## src/design/xmcs_pkg.sv

```systemverilog
`timescale 1ns / 1ps
// ----------------------------------------------------------------------------
// XMODEM checksum sender package
// Shared phase codes, event codes and protocol byte values.
// ----------------------------------------------------------------------------
package xmcs_pkg;

    typedef enum logic [2:0] {
        PH_WAIT   = 3'd0,
        PH_FILL   = 3'd1,
        PH_SEND   = 3'd2,
        PH_ACK    = 3'd3,
        PH_EOT    = 3'd4,
        PH_EOTACK = 3'd5,
        PH_DONE   = 3'd6,
        PH_ABORT  = 3'd7
    } t_phase;

    typedef enum logic [1:0] {
        FN_FILE  = 2'd0,
        FN_RX    = 2'd1,
        FN_EOF   = 2'd2,
        FN_READY = 2'd3
    } t_func;

    localparam logic [7:0] SOH_BYTE = 8'h01;
    localparam logic [7:0] NAK_BYTE = 8'h15;
    localparam logic [7:0] ACK_BYTE = 8'h06;
    localparam logic [7:0] EOT_BYTE = 8'h04;
    localparam logic [7:0] CAN_BYTE = 8'h18;
    localparam logic [7:0] RX_MASK  = 8'h7f;

    localparam logic REG_RETRY   = 1'b0;
    localparam logic REG_TIMEOUT = 1'b1;

    // Decoded event handed from the front to the back part.
    typedef struct packed {
        t_func      func;
        logic [7:0] data;
        logic       tick;
        logic       is_nak;
        logic       is_ack;
        logic       is_can;
    } t_event;

    // One result word.
    typedef struct packed {
        logic       tx_valid;
        logic [7:0] tx_byte;
        logic       frame_end;
        t_phase     phase;
        logic [7:0] block_number;
    } t_result;

endpackage

```

## src/design/xmcs_front.sv

```systemverilog
`timescale 1ns / 1ps
// ----------------------------------------------------------------------------
// XMODEM sender front end
// Accepts input words, classifies received bytes and queues decoded events.
// ----------------------------------------------------------------------------
module xmcs_front
    import xmcs_pkg::*;
(
    input  logic       i_clk,
    input  logic       i_rst_n,
    input  logic       i_valid,
    output logic       o_ready,
    input  logic [1:0] i_func,
    input  logic [7:0] i_data_byte,
    input  logic       i_time_tick,
    output logic       o_ev_valid,
    input  logic       i_ev_ready,
    output t_event     o_ev
);

    // Two-entry event queue.
    t_event     r_q [2];
    logic       r_wp, n_wp, r_rp, n_rp;
    logic [1:0] r_cnt, n_cnt;
    logic       w_push, w_pop;
    logic [7:0] w_rx;
    t_event     w_ev;

    // Classify the incoming word.
    always_comb begin
        w_rx        = i_data_byte & RX_MASK;
        w_ev.func   = t_func'(i_func);
        w_ev.data   = i_data_byte;
        w_ev.tick   = i_time_tick;
        w_ev.is_nak = (w_rx == NAK_BYTE);
        w_ev.is_ack = (w_rx == ACK_BYTE);
        w_ev.is_can = (w_rx == CAN_BYTE);
    end

    assign o_ready    = (r_cnt != 2'd2);
    assign o_ev_valid = (r_cnt != 2'd0);
    assign o_ev       = r_q[r_rp];
    assign w_push     = i_valid && o_ready;
    assign w_pop      = o_ev_valid && i_ev_ready;

    // Pointer and count update.
    always_comb begin
        n_wp  = w_push ? ~r_wp : r_wp;
        n_rp  = w_pop ? ~r_rp : r_rp;
        n_cnt = r_cnt + {1'b0, w_push} - {1'b0, w_pop};
    end

    always_ff @(posedge i_clk) begin
        if (!i_rst_n) begin
            r_wp  <= 1'b0;
            r_rp  <= 1'b0;
            r_cnt <= 2'd0;
        end else begin
            r_wp  <= n_wp;
            r_rp  <= n_rp;
            r_cnt <= n_cnt;
        end
    end

    // Queue storage.
    always_ff @(posedge i_clk) begin
        if (w_push) begin
            r_q[r_wp] <= w_ev;
        end
    end

endmodule

```

## src/design/xmcs_back.sv

```systemverilog
`timescale 1ns / 1ps
// ----------------------------------------------------------------------------
// XMODEM sender back end
// Runs the protocol state machine, holds the block buffer and registers
// one result word per event.
// ----------------------------------------------------------------------------
module xmcs_back
    import xmcs_pkg::*;
#(
    parameter int BLOCK_BYTES = 128
) (
    input  logic        i_clk,
    input  logic        i_rst_n,
    input  logic [7:0]  i_retry_limit,
    input  logic [15:0] i_timeout_limit,
    input  logic        i_ev_valid,
    output logic        o_ev_ready,
    input  t_event      i_ev,
    output logic        o_res_valid,
    input  logic        i_res_ready,
    output t_result     o_res
);

    localparam int IW = $clog2(BLOCK_BYTES);
    localparam int CW = $clog2(BLOCK_BYTES + 1);
    localparam int SW = $clog2(BLOCK_BYTES + 4);
    localparam logic [SW-1:0] LAST_IDX = SW'(BLOCK_BYTES + 3);

    t_phase        r_phase, n_phase;
    logic [CW-1:0] r_fill, n_fill;
    logic [SW-1:0] r_sidx, n_sidx;
    logic [7:0]    r_seq, n_seq, r_sum, n_sum, r_retry, n_retry;
    logic [15:0]   r_timer, n_timer;
    logic          r_eof, n_eof;
    logic [7:0]    r_mem [BLOCK_BYTES];
    logic [7:0]    r_rd;
    logic          r_rd_ok, n_rd_ok;
    logic [IW-1:0] w_rd_addr;
    logic          w_mem_we, w_fire, w_stall;
    logic          w_txv, w_fend;
    logic [7:0]    w_txb;
    logic          r_res_valid;
    t_result       r_res;

    // Output register; the buffer read is pre-fetched one index ahead, so
    // each ready tick needs the next entry. A result held stalls the back.
    assign w_stall     = r_res_valid && !i_res_ready;
    assign o_ev_ready  = !w_stall;
    assign w_fire      = i_ev_valid && o_ev_ready;
    assign o_res_valid = r_res_valid;
    assign o_res       = r_res;

    // Next state and result for one event.
    always_comb begin
        logic timed;
        logic [15:0] tinc;
        logic [SW-1:0] d;
        n_phase  = r_phase;
        n_fill   = r_fill;
        n_sidx   = r_sidx;
        n_seq    = r_seq;
        n_sum    = r_sum;
        n_retry  = r_retry;
        n_timer  = r_timer;
        n_eof    = r_eof;
        w_txv    = 1'b0;
        w_txb    = 8'd0;
        w_fend   = 1'b0;
        w_mem_we = 1'b0;
        timed    = 1'b0;
        d        = r_sidx - SW'(3);
        tinc     = (r_timer != 16'hffff) ? r_timer + 16'd1 : r_timer;
        if (i_ev.tick && (r_phase == PH_WAIT || r_phase == PH_ACK ||
                          r_phase == PH_EOT || r_phase == PH_EOTACK)) begin
            n_timer = tinc;
            if (tinc >= i_timeout_limit) begin
                n_phase = PH_ABORT;
                timed   = 1'b1;
            end
        end
        if (!timed) begin
            if (i_ev.func == FN_EOF && (r_phase == PH_FILL || r_phase == PH_SEND ||
                                        r_phase == PH_ACK)) begin
                n_eof = 1'b1;
            end
            case (r_phase)
                PH_WAIT: begin
                    if (i_ev.func == FN_RX && i_ev.is_nak) begin
                        n_phase = PH_FILL;
                        n_timer = 16'd0;
                    end
                end
                PH_FILL: begin
                    if (i_ev.func == FN_FILE) begin
                        w_mem_we = 1'b1;
                        n_sum    = r_sum + i_ev.data;
                        n_fill   = r_fill + CW'(1);
                        if (r_fill == CW'(BLOCK_BYTES - 1)) begin
                            n_phase = PH_SEND;
                            n_sidx  = '0;
                        end
                    end else if (i_ev.func == FN_EOF) begin
                        n_sidx = '0;
                        if (r_fill == '0) begin
                            n_phase = PH_EOT;
                            n_timer = 16'd0;
                        end else begin
                            n_phase = PH_SEND;
                        end
                    end
                end
                PH_SEND: begin
                    if (i_ev.func == FN_READY) begin
                        w_txv = 1'b1;
                        if (r_sidx == '0) begin
                            w_txb = SOH_BYTE;
                        end else if (r_sidx == SW'(1)) begin
                            w_txb = r_seq;
                        end else if (r_sidx == SW'(2)) begin
                            w_txb = 8'd255 - r_seq;
                        end else if (r_sidx == LAST_IDX) begin
                            w_txb = r_sum;
                        end else begin
                            w_txb = (CW'(d) < r_fill && r_rd_ok) ? r_rd : 8'd0;
                        end
                        if (r_sidx == LAST_IDX) begin
                            w_fend  = 1'b1;
                            n_phase = PH_ACK;
                            n_timer = 16'd0;
                            n_sidx  = '0;
                        end else begin
                            n_sidx = r_sidx + SW'(1);
                        end
                    end
                end
                PH_ACK: begin
                    if (i_ev.func == FN_RX) begin
                        if (i_ev.is_ack) begin
                            n_seq   = r_seq + 8'd1;
                            n_retry = 8'd0;
                            n_fill  = '0;
                            n_sum   = 8'd0;
                            n_sidx  = '0;
                            if (r_eof) begin
                                n_phase = PH_EOT;
                                n_timer = 16'd0;
                            end else begin
                                n_phase = PH_FILL;
                            end
                        end else if (i_ev.is_can) begin
                            n_phase = PH_ABORT;
                        end else if (r_retry >= i_retry_limit) begin
                            w_txv   = 1'b1;
                            w_txb   = CAN_BYTE;
                            w_fend  = 1'b1;
                            n_phase = PH_ABORT;
                        end else begin
                            n_retry = r_retry + 8'd1;
                            n_sidx  = '0;
                            n_phase = PH_SEND;
                        end
                    end
                end
                PH_EOT: begin
                    if (i_ev.func == FN_READY) begin
                        w_txv   = 1'b1;
                        w_txb   = EOT_BYTE;
                        w_fend  = 1'b1;
                        n_phase = PH_EOTACK;
                    end
                end
                PH_EOTACK: begin
                    if (i_ev.func == FN_RX) begin
                        n_phase = i_ev.is_ack ? PH_DONE : PH_EOT;
                    end
                end
                default: begin
                end
            endcase
        end
    end

    // Pre-fetch address: data position of the next send index.
    always_comb begin
        logic [SW-1:0] nd;
        nd        = n_sidx - SW'(3);
        w_rd_addr = IW'(nd);
        n_rd_ok   = (n_sidx >= SW'(3)) && (n_sidx < LAST_IDX);
    end

    // Block buffer: one write port, registered read.
    always_ff @(posedge i_clk) begin
        if (w_fire && w_mem_we) begin
            r_mem[IW'(r_fill)] <= i_ev.data;
        end
        if (w_fire) begin
            r_rd <= r_mem[w_rd_addr];
        end
    end

    // Control state.
    always_ff @(posedge i_clk) begin
        if (!i_rst_n) begin
            r_phase     <= PH_WAIT;
            r_fill      <= '0;
            r_sidx      <= '0;
            r_seq       <= 8'd1;
            r_sum       <= 8'd0;
            r_retry     <= 8'd0;
            r_timer     <= 16'd0;
            r_eof       <= 1'b0;
            r_rd_ok     <= 1'b0;
            r_res_valid <= 1'b0;
        end else begin
            if (w_fire) begin
                r_phase <= n_phase;
                r_fill  <= n_fill;
                r_sidx  <= n_sidx;
                r_seq   <= n_seq;
                r_sum   <= n_sum;
                r_retry <= n_retry;
                r_timer <= n_timer;
                r_eof   <= n_eof;
                r_rd_ok <= n_rd_ok;
            end
            if (!w_stall) begin
                r_res_valid <= w_fire;
            end
        end
    end

    // Result payload.
    always_ff @(posedge i_clk) begin
        if (w_fire) begin
            r_res.tx_valid     <= w_txv;
            r_res.tx_byte      <= w_txb;
            r_res.frame_end    <= w_fend;
            r_res.phase        <= n_phase;
            r_res.block_number <= n_seq;
        end
    end

endmodule

```

## src/design/xmodem_checksum_transmitter.sv

```systemverilog
`timescale 1ns / 1ps
// ----------------------------------------------------------------------------
// XMODEM checksum sender
// Builds 128-byte checksum frames from file bytes and drives the send,
// retry, EOT and abort protocol, one result word per input word.
// ----------------------------------------------------------------------------
// Channel   Direction  Handshake              Payload
// input     in         i_valid / o_ready      i_func, i_data_byte, i_time_tick
// result    out        o_valid / i_ready      o_tx_valid .. o_block_number
// config    in         i_cfg_we               i_cfg_index, i_cfg_data
//
// One word per cycle sustained while the output is not stalled; a word is
// registered first in the front queue and then in the output register.
// The block buffer is read one send index ahead, so its registered read
// port sets no extra latency. Reset is synchronous; the buffer is not
// cleared. An output stall backs up into the two-entry queue.
// ----------------------------------------------------------------------------
module xmodem_checksum_transmitter
    import xmcs_pkg::*;
#(
    parameter int BLOCK_BYTES = 128
) (
    input  logic        i_clk,
    input  logic        i_rst_n,
    input  logic        i_cfg_we,
    input  logic        i_cfg_index,
    input  logic [15:0] i_cfg_data,
    input  logic        i_valid,
    output logic        o_ready,
    input  logic [1:0]  i_func,
    input  logic [7:0]  i_data_byte,
    input  logic        i_time_tick,
    output logic        o_valid,
    input  logic        i_ready,
    output logic        o_tx_valid,
    output logic [7:0]  o_tx_byte,
    output logic        o_frame_end,
    output logic [2:0]  o_phase,
    output logic [7:0]  o_block_number
);

    logic [7:0]  r_retry_limit;
    logic [15:0] r_timeout_limit;
    logic        w_ev_valid, w_ev_ready;
    t_event      w_ev;
    t_result     w_res;

    // Configuration registers.
    always_ff @(posedge i_clk) begin
        if (!i_rst_n) begin
            r_retry_limit   <= 8'd10;
            r_timeout_limit <= 16'd60;
        end else if (i_cfg_we) begin
            if (i_cfg_index == REG_RETRY) begin
                r_retry_limit <= i_cfg_data[7:0];
            end else begin
                r_timeout_limit <= i_cfg_data;
            end
        end
    end

    xmcs_front u_front (
        .i_clk       (i_clk),
        .i_rst_n     (i_rst_n),
        .i_valid     (i_valid),
        .o_ready     (o_ready),
        .i_func      (i_func),
        .i_data_byte (i_data_byte),
        .i_time_tick (i_time_tick),
        .o_ev_valid  (w_ev_valid),
        .i_ev_ready  (w_ev_ready),
        .o_ev        (w_ev)
    );

    xmcs_back #(.BLOCK_BYTES(BLOCK_BYTES)) u_back (
        .i_clk           (i_clk),
        .i_rst_n         (i_rst_n),
        .i_retry_limit   (r_retry_limit),
        .i_timeout_limit (r_timeout_limit),
        .i_ev_valid      (w_ev_valid),
        .o_ev_ready      (w_ev_ready),
        .i_ev            (w_ev),
        .o_res_valid     (o_valid),
        .i_res_ready     (i_ready),
        .o_res           (w_res)
    );

    assign o_tx_valid     = w_res.tx_valid;
    assign o_tx_byte      = w_res.tx_byte;
    assign o_frame_end    = w_res.frame_end;
    assign o_phase        = w_res.phase;
    assign o_block_number = w_res.block_number;

    // A frame end is only ever flagged on a sent byte.
    a_fend_tx: assert property (@(posedge i_clk) disable iff (!i_rst_n)
        o_valid && o_frame_end |-> o_tx_valid)
        else $error("frame end without a sent byte");

    // A lone CAN control byte is only sent when the block aborts; a checksum
    // of the same value leaves the block waiting for its reply.
    a_can_abort: assert property (@(posedge i_clk) disable iff (!i_rst_n)
        o_valid && o_tx_valid && o_frame_end && o_tx_byte == CAN_BYTE
        && o_phase != PH_ACK |-> o_phase == PH_ABORT)
        else $error("CAN sent without abort");

    // An EOT byte leaves the block waiting for its acknowledgement.
    a_eot_wait: assert property (@(posedge i_clk) disable iff (!i_rst_n)
        o_valid && o_tx_valid && o_frame_end && o_tx_byte == EOT_BYTE
        && o_phase != PH_ACK |-> o_phase == PH_EOTACK)
        else $error("EOT sent outside the EOT phase");

endmodule
```

## config.mk

```make
export PLATFORM = sky130hd
export DESIGN_NAME = xmodem_checksum_transmitter
export DESIGN_NICKNAME = d
export VERILOG_FILES = /design/src/design/xmcs_pkg.sv /design/src/design/xmcs_front.sv /design/src/design/xmcs_back.sv /design/src/design/xmodem_checksum_transmitter.sv
export SDC_FILE = /design/constraint.sdc
export NUM_CORES = 2
export LEC_CHECK = 0
export ABC_AREA = 1
export ABC_CLOCK_PERIOD_IN_PS = 6920
export BUFFER_PORTS_ARGS = -buffer_cell sky130_fd_sc_hd__buf_4
export CELL_PAD_IN_SITES_DETAIL_PLACEMENT = 1
export CELL_PAD_IN_SITES_GLOBAL_PLACEMENT = 2
export CORE_ASPECT_RATIO = 2
export CORE_UTILIZATION = 44
export CTS_BUF_LIST = sky130_fd_sc_hd__clkbuf_2 sky130_fd_sc_hd__clkbuf_4 sky130_fd_sc_hd__clkbuf_8
export CTS_CLUSTER_DIAMETER = 30
export DETAILED_ROUTE_END_ITERATION = 8
export PLACE_DENSITY = 0.87
export SYNTH_ARGS = -nofsm -noshare
export SYNTH_HDL_FRONTEND = slang
export SYNTH_HIERARCHICAL = 1
export SYNTH_SLANG_ARGS = --single-unit
export TNS_END_PERCENT = 30
```

## constraint.sdc

```tcl
create_clock -name i_clk -period 6.92 [get_ports i_clk]
set_clock_uncertainty 0.15 [all_clocks]
set_input_delay 1.73 -clock i_clk [delete_from_list [all_inputs] [get_ports i_clk]]
set_output_delay 1.73 -clock i_clk [all_outputs]
set_load 0.005 [all_outputs]
```

==> run metrics <==
pre-CTS worst setup slack 0.200 ns; Switching Power 0.0155 W; post-synthesis share of cell area spent on full adders, half adders and majority gates 0.0120; routed wire length 173000 µm; transition at the pin with the smallest max-transition slack 1.27 ns; clock tree sinks 1172; number of flip-flops and latches in the synthesized netlist 1172; global-route usage over all layers 0.288; final hold vios 0; xor/xnor cell area share of the yosys netlist 0.00533; source of the worst register-to-register timing path u_back/r_timer[5]; area share of and/or/nand/nor cells after synthesis 0.248; sequential cell area fraction in the yosys report 0.652; initial antenna violation count 2; Reg power frac 0.282; post-CTS setup buffers 0; logic depth of the worst register-to-register path 32; average size of a mapped cell 10.2 µm²; Slowest Stage Delay on Critical Path 0.38 ns; critical path class flop to flop; Worst R2R Setup Slack 0.37 ns; kind of end point of the critical path flop; CP startpoint kind flop; switching fraction of total power 0.490; Final Net Count 5278; Data required, critical path 7.46 ns; count of different cell masters after synthesis 57; clock slew at the register clock pins of the worst setup and hold paths 0.07 ns; count of H-tree levels built during CTS 4; Port-buffer cells 55; CTS tree built; sum of buffers and inverters on the critical path 6; share of post-route cells with drive strength above 1 0.0992; via density per instance 5.68; Min-Delay Path Class flop to flop; Final Util 0.493; worst vdd ir 0.000730 V; combinational family with the most area after synthesis simple AND/OR/NAND/NOR gates; synthesized cell area 52500 µm²; cell count after synthesis 5152; via count of the first global-routing pass 42100; achievable frequency 0.153 GHz; number of failing setup endpoints in the final timing report 0; share of cell area taken by muxes after synthesis 0.00300; starting DRC count in detailed routing 2613; number of buffers on the longest clock path 3; core region area 119000 µm²; # Max-Cap Violations 0; post-detailed-route wirelength per cell 25.1 µm; commonest register cell after synthesis edfxtp_1; die extent in x 246 µm; endpoint of the most critical register-to-register path u_back/r_rd[7]; wire length of the first global-routing pass 258000 µm; arrival time of the worst setup path 7.09 ns; internal power component 0.0162 W; Synthesized Nets 5235; largest net degree at the start of global routing 180; Leak 22.8 nW; Synth warnings 6; tightest slew margin relative to the limit 0.149; outcome finished clean; total I/O pin count 56; number of cell rows 179; Starting Density 0.443; share of synthesized flip-flops with an asynchronous set or reset 0; DP HPWL 109000 µm; Gate power share 0.531; worst hold path startpoint r_retry_limit[1]; kind of cell adding the most delay to the critical path simple AND/OR/NAND/NOR gates; count of flip-flops with a built-in enable after synthesis 1081; total negative slack for setup checks 0 ns; clock buffers created by TritonCTS 170; part of the cycle the worst path needs 0.946; library cell contributing the largest single delay on the critical path dfxtp_1; setup ws final 0.372 ns; die extent in y 491 µm; global placer's final weighted congestion 0.881; number of optimization iterations in the first detailed-route pass 5; Clk network pwr share 0.187; Residual DRC 0; unrepaired setup endpoints after global routing no; detailed-route via count 39100; Power Density 541 nW/µm²; CTS root buffer clkbuf_8; clock insertion delay at the later pin of the skew report 0.96 ns; max-slew violations 0; remaining antenna violation count 0; area added between synthesis and finish 11.5%; endpoint of the worst hold-timing path r_retry_limit[1]; complex-gate fraction of the synthesized area 0.0254; hold path cells 2; worst-path maximum fanout 31; min cycle time layout 6.55 ns; Worst path most repeated cell nand3_1; total grt overflow 0; total die area 121000 µm²
metrics by stage:
step	power, W	hold slack [ns]	cell area [µm²]	std cells
final	0.0317	0.310	58600	6874
after global routing	0.0332	0.333	58600	6871
after CTS	0.0317	0.316	58500	6870
after detailed placement	0.0257	0.299	54900	6561
after global placement	0.0255	0.293	54900	6561
after floorplan	0.0187	0.276	52500	5152
layout by cell type (no fill, tap or decap), drive strengths merged, types with 2 or more instances in the layout:
master and instances:
nand2 1510, nand3 1117, edfxtp 1081, inv 380
nor2 247, clkbuf 208, buf 181, dfxtp 91
a21oi 91, o21ai 74, clkinv 67, nand3b 61
ha 49, o211ai 39, xor2 26, nor3 21
mux2 14, bufinv 12, clkinvlp 8, nor4 8
nand4 8, a211oi 6, or2 5, diode 4
or3 3, xnor2 3, o21a 2, o22ai 2
o31ai 2, a22oi 2, a221oi 2, a31oi 2
cell usage after synthesis (3+ instances only):
cell type     n  area (µm²)
nor2_2        4        25.0
buf_2       177         886
nor3_1       21         105
nand2_4       5        56.3
dfxtp_1      91        1820
o211ai_1     39         293
buf_6         4        45.0
edfxtp_1   1081       32500
nand2_1    1500        5630
nand3_1    1116        5590
or2_2         5        31.3
ha_1         49         613
xor2_1       25         219
a21oi_1      90         450
clkbuf_1    109         409
nor2_4        3        33.8
inv_1       351        1320
inv_2        13        48.8
buf_1        16        60.1
nor4_1        8        50.1
or3_1         3        18.8
nand2_2       5        31.3
nand4_1       7        43.8
nor2_1      239         897
nand3b_1     61         458
o21ai_1      10        50.1
o21ai_0      62         310
a211oi_1      6        45.0
buf_4         3        22.5
mux2_2       14         158
worst max path at each step:
stage,slack (ns),endpoint,cells past startpoint,start
2_1_floorplan,1.62,u_back/r_rd[6],36,u_back/r_timer[5]
3_3_place_gp,0.26,u_back/r_rd[5],31,u_back/r_timer[5]
3_5_place_dp,0.20,u_back/r_rd[5],31,u_back/r_timer[5]
4_1_cts,0.17,u_back/r_rd[5],31,u_back/r_timer[5]
5_1_grt,0.08,u_back/r_rd[7],32,u_back/r_timer[5]
6_report,0.37,u_back/r_rd[7],32,u_back/r_timer[5]
power by group through the flow:
stage                     combinational (W)  clock (W)  sequential, W
after floorplan                     0.00969          0        0.00897
after global placement               0.0164          0        0.00906
after detailed placement             0.0166          0        0.00906
after CTS                            0.0167    0.00604        0.00892
after global routing                 0.0179    0.00627        0.00894
final                                0.0168    0.00592        0.00893
flip-flops by register name, summed over array words and instances (netlist names), 16 cells and up, named ones only:
register         flops
u_back/r_mem      1024
u_front/r_q         28
u_back/o_res        21
r_timeout_limit     16
u_back/r_timer      16
worst register-to-register path, delay by kind of cell (launching register included):
kind / cells / cell delay [ns]
adder cells (fa/ha/maj): 2 / 0.48
AO/OA/AOI/OAI: 5 / 1.01
AND/OR/NAND/NOR: 19 / 3.34
buffers and inverters: 6 / 0.97
flip-flops: 1 / 0.38
cell families after synthesis:
family,Yosys count
and+or+nand+nor,2982
DFF,1172
buffers and inverters,676
AOI/OAI and AO/OA,229
adders and majority gates,50
xor gates and xnor gates,29
muxes,14
per-layer routing:
metal  routed length [µm]  GRT usage
met1                58500      0.292
met2                92100      0.526
met3                 7820     0.0429
met4                14100      0.215
met5                    0          0
layout make-up:
cell class                 instances  area [µm²]
antenna                            4        10.0
fill                           13100       60100
clock inverter                   101         945
sequential                      1172       34300
timing repair buffer             181        1710
inverter                         366        1390
multi-input combinational       3304       15700
tap                             1538        1920
clock buffer                     208        2630
what timing repair did:
| item | in CTS | in global routing |
|---|---|---|
| hold buffers | 0 | 0 |
| gates resized for setup | 0 | 8 |
| endpoints found under the setup margin | 0 | 6 |
Power figures use the tool's default switching activity.
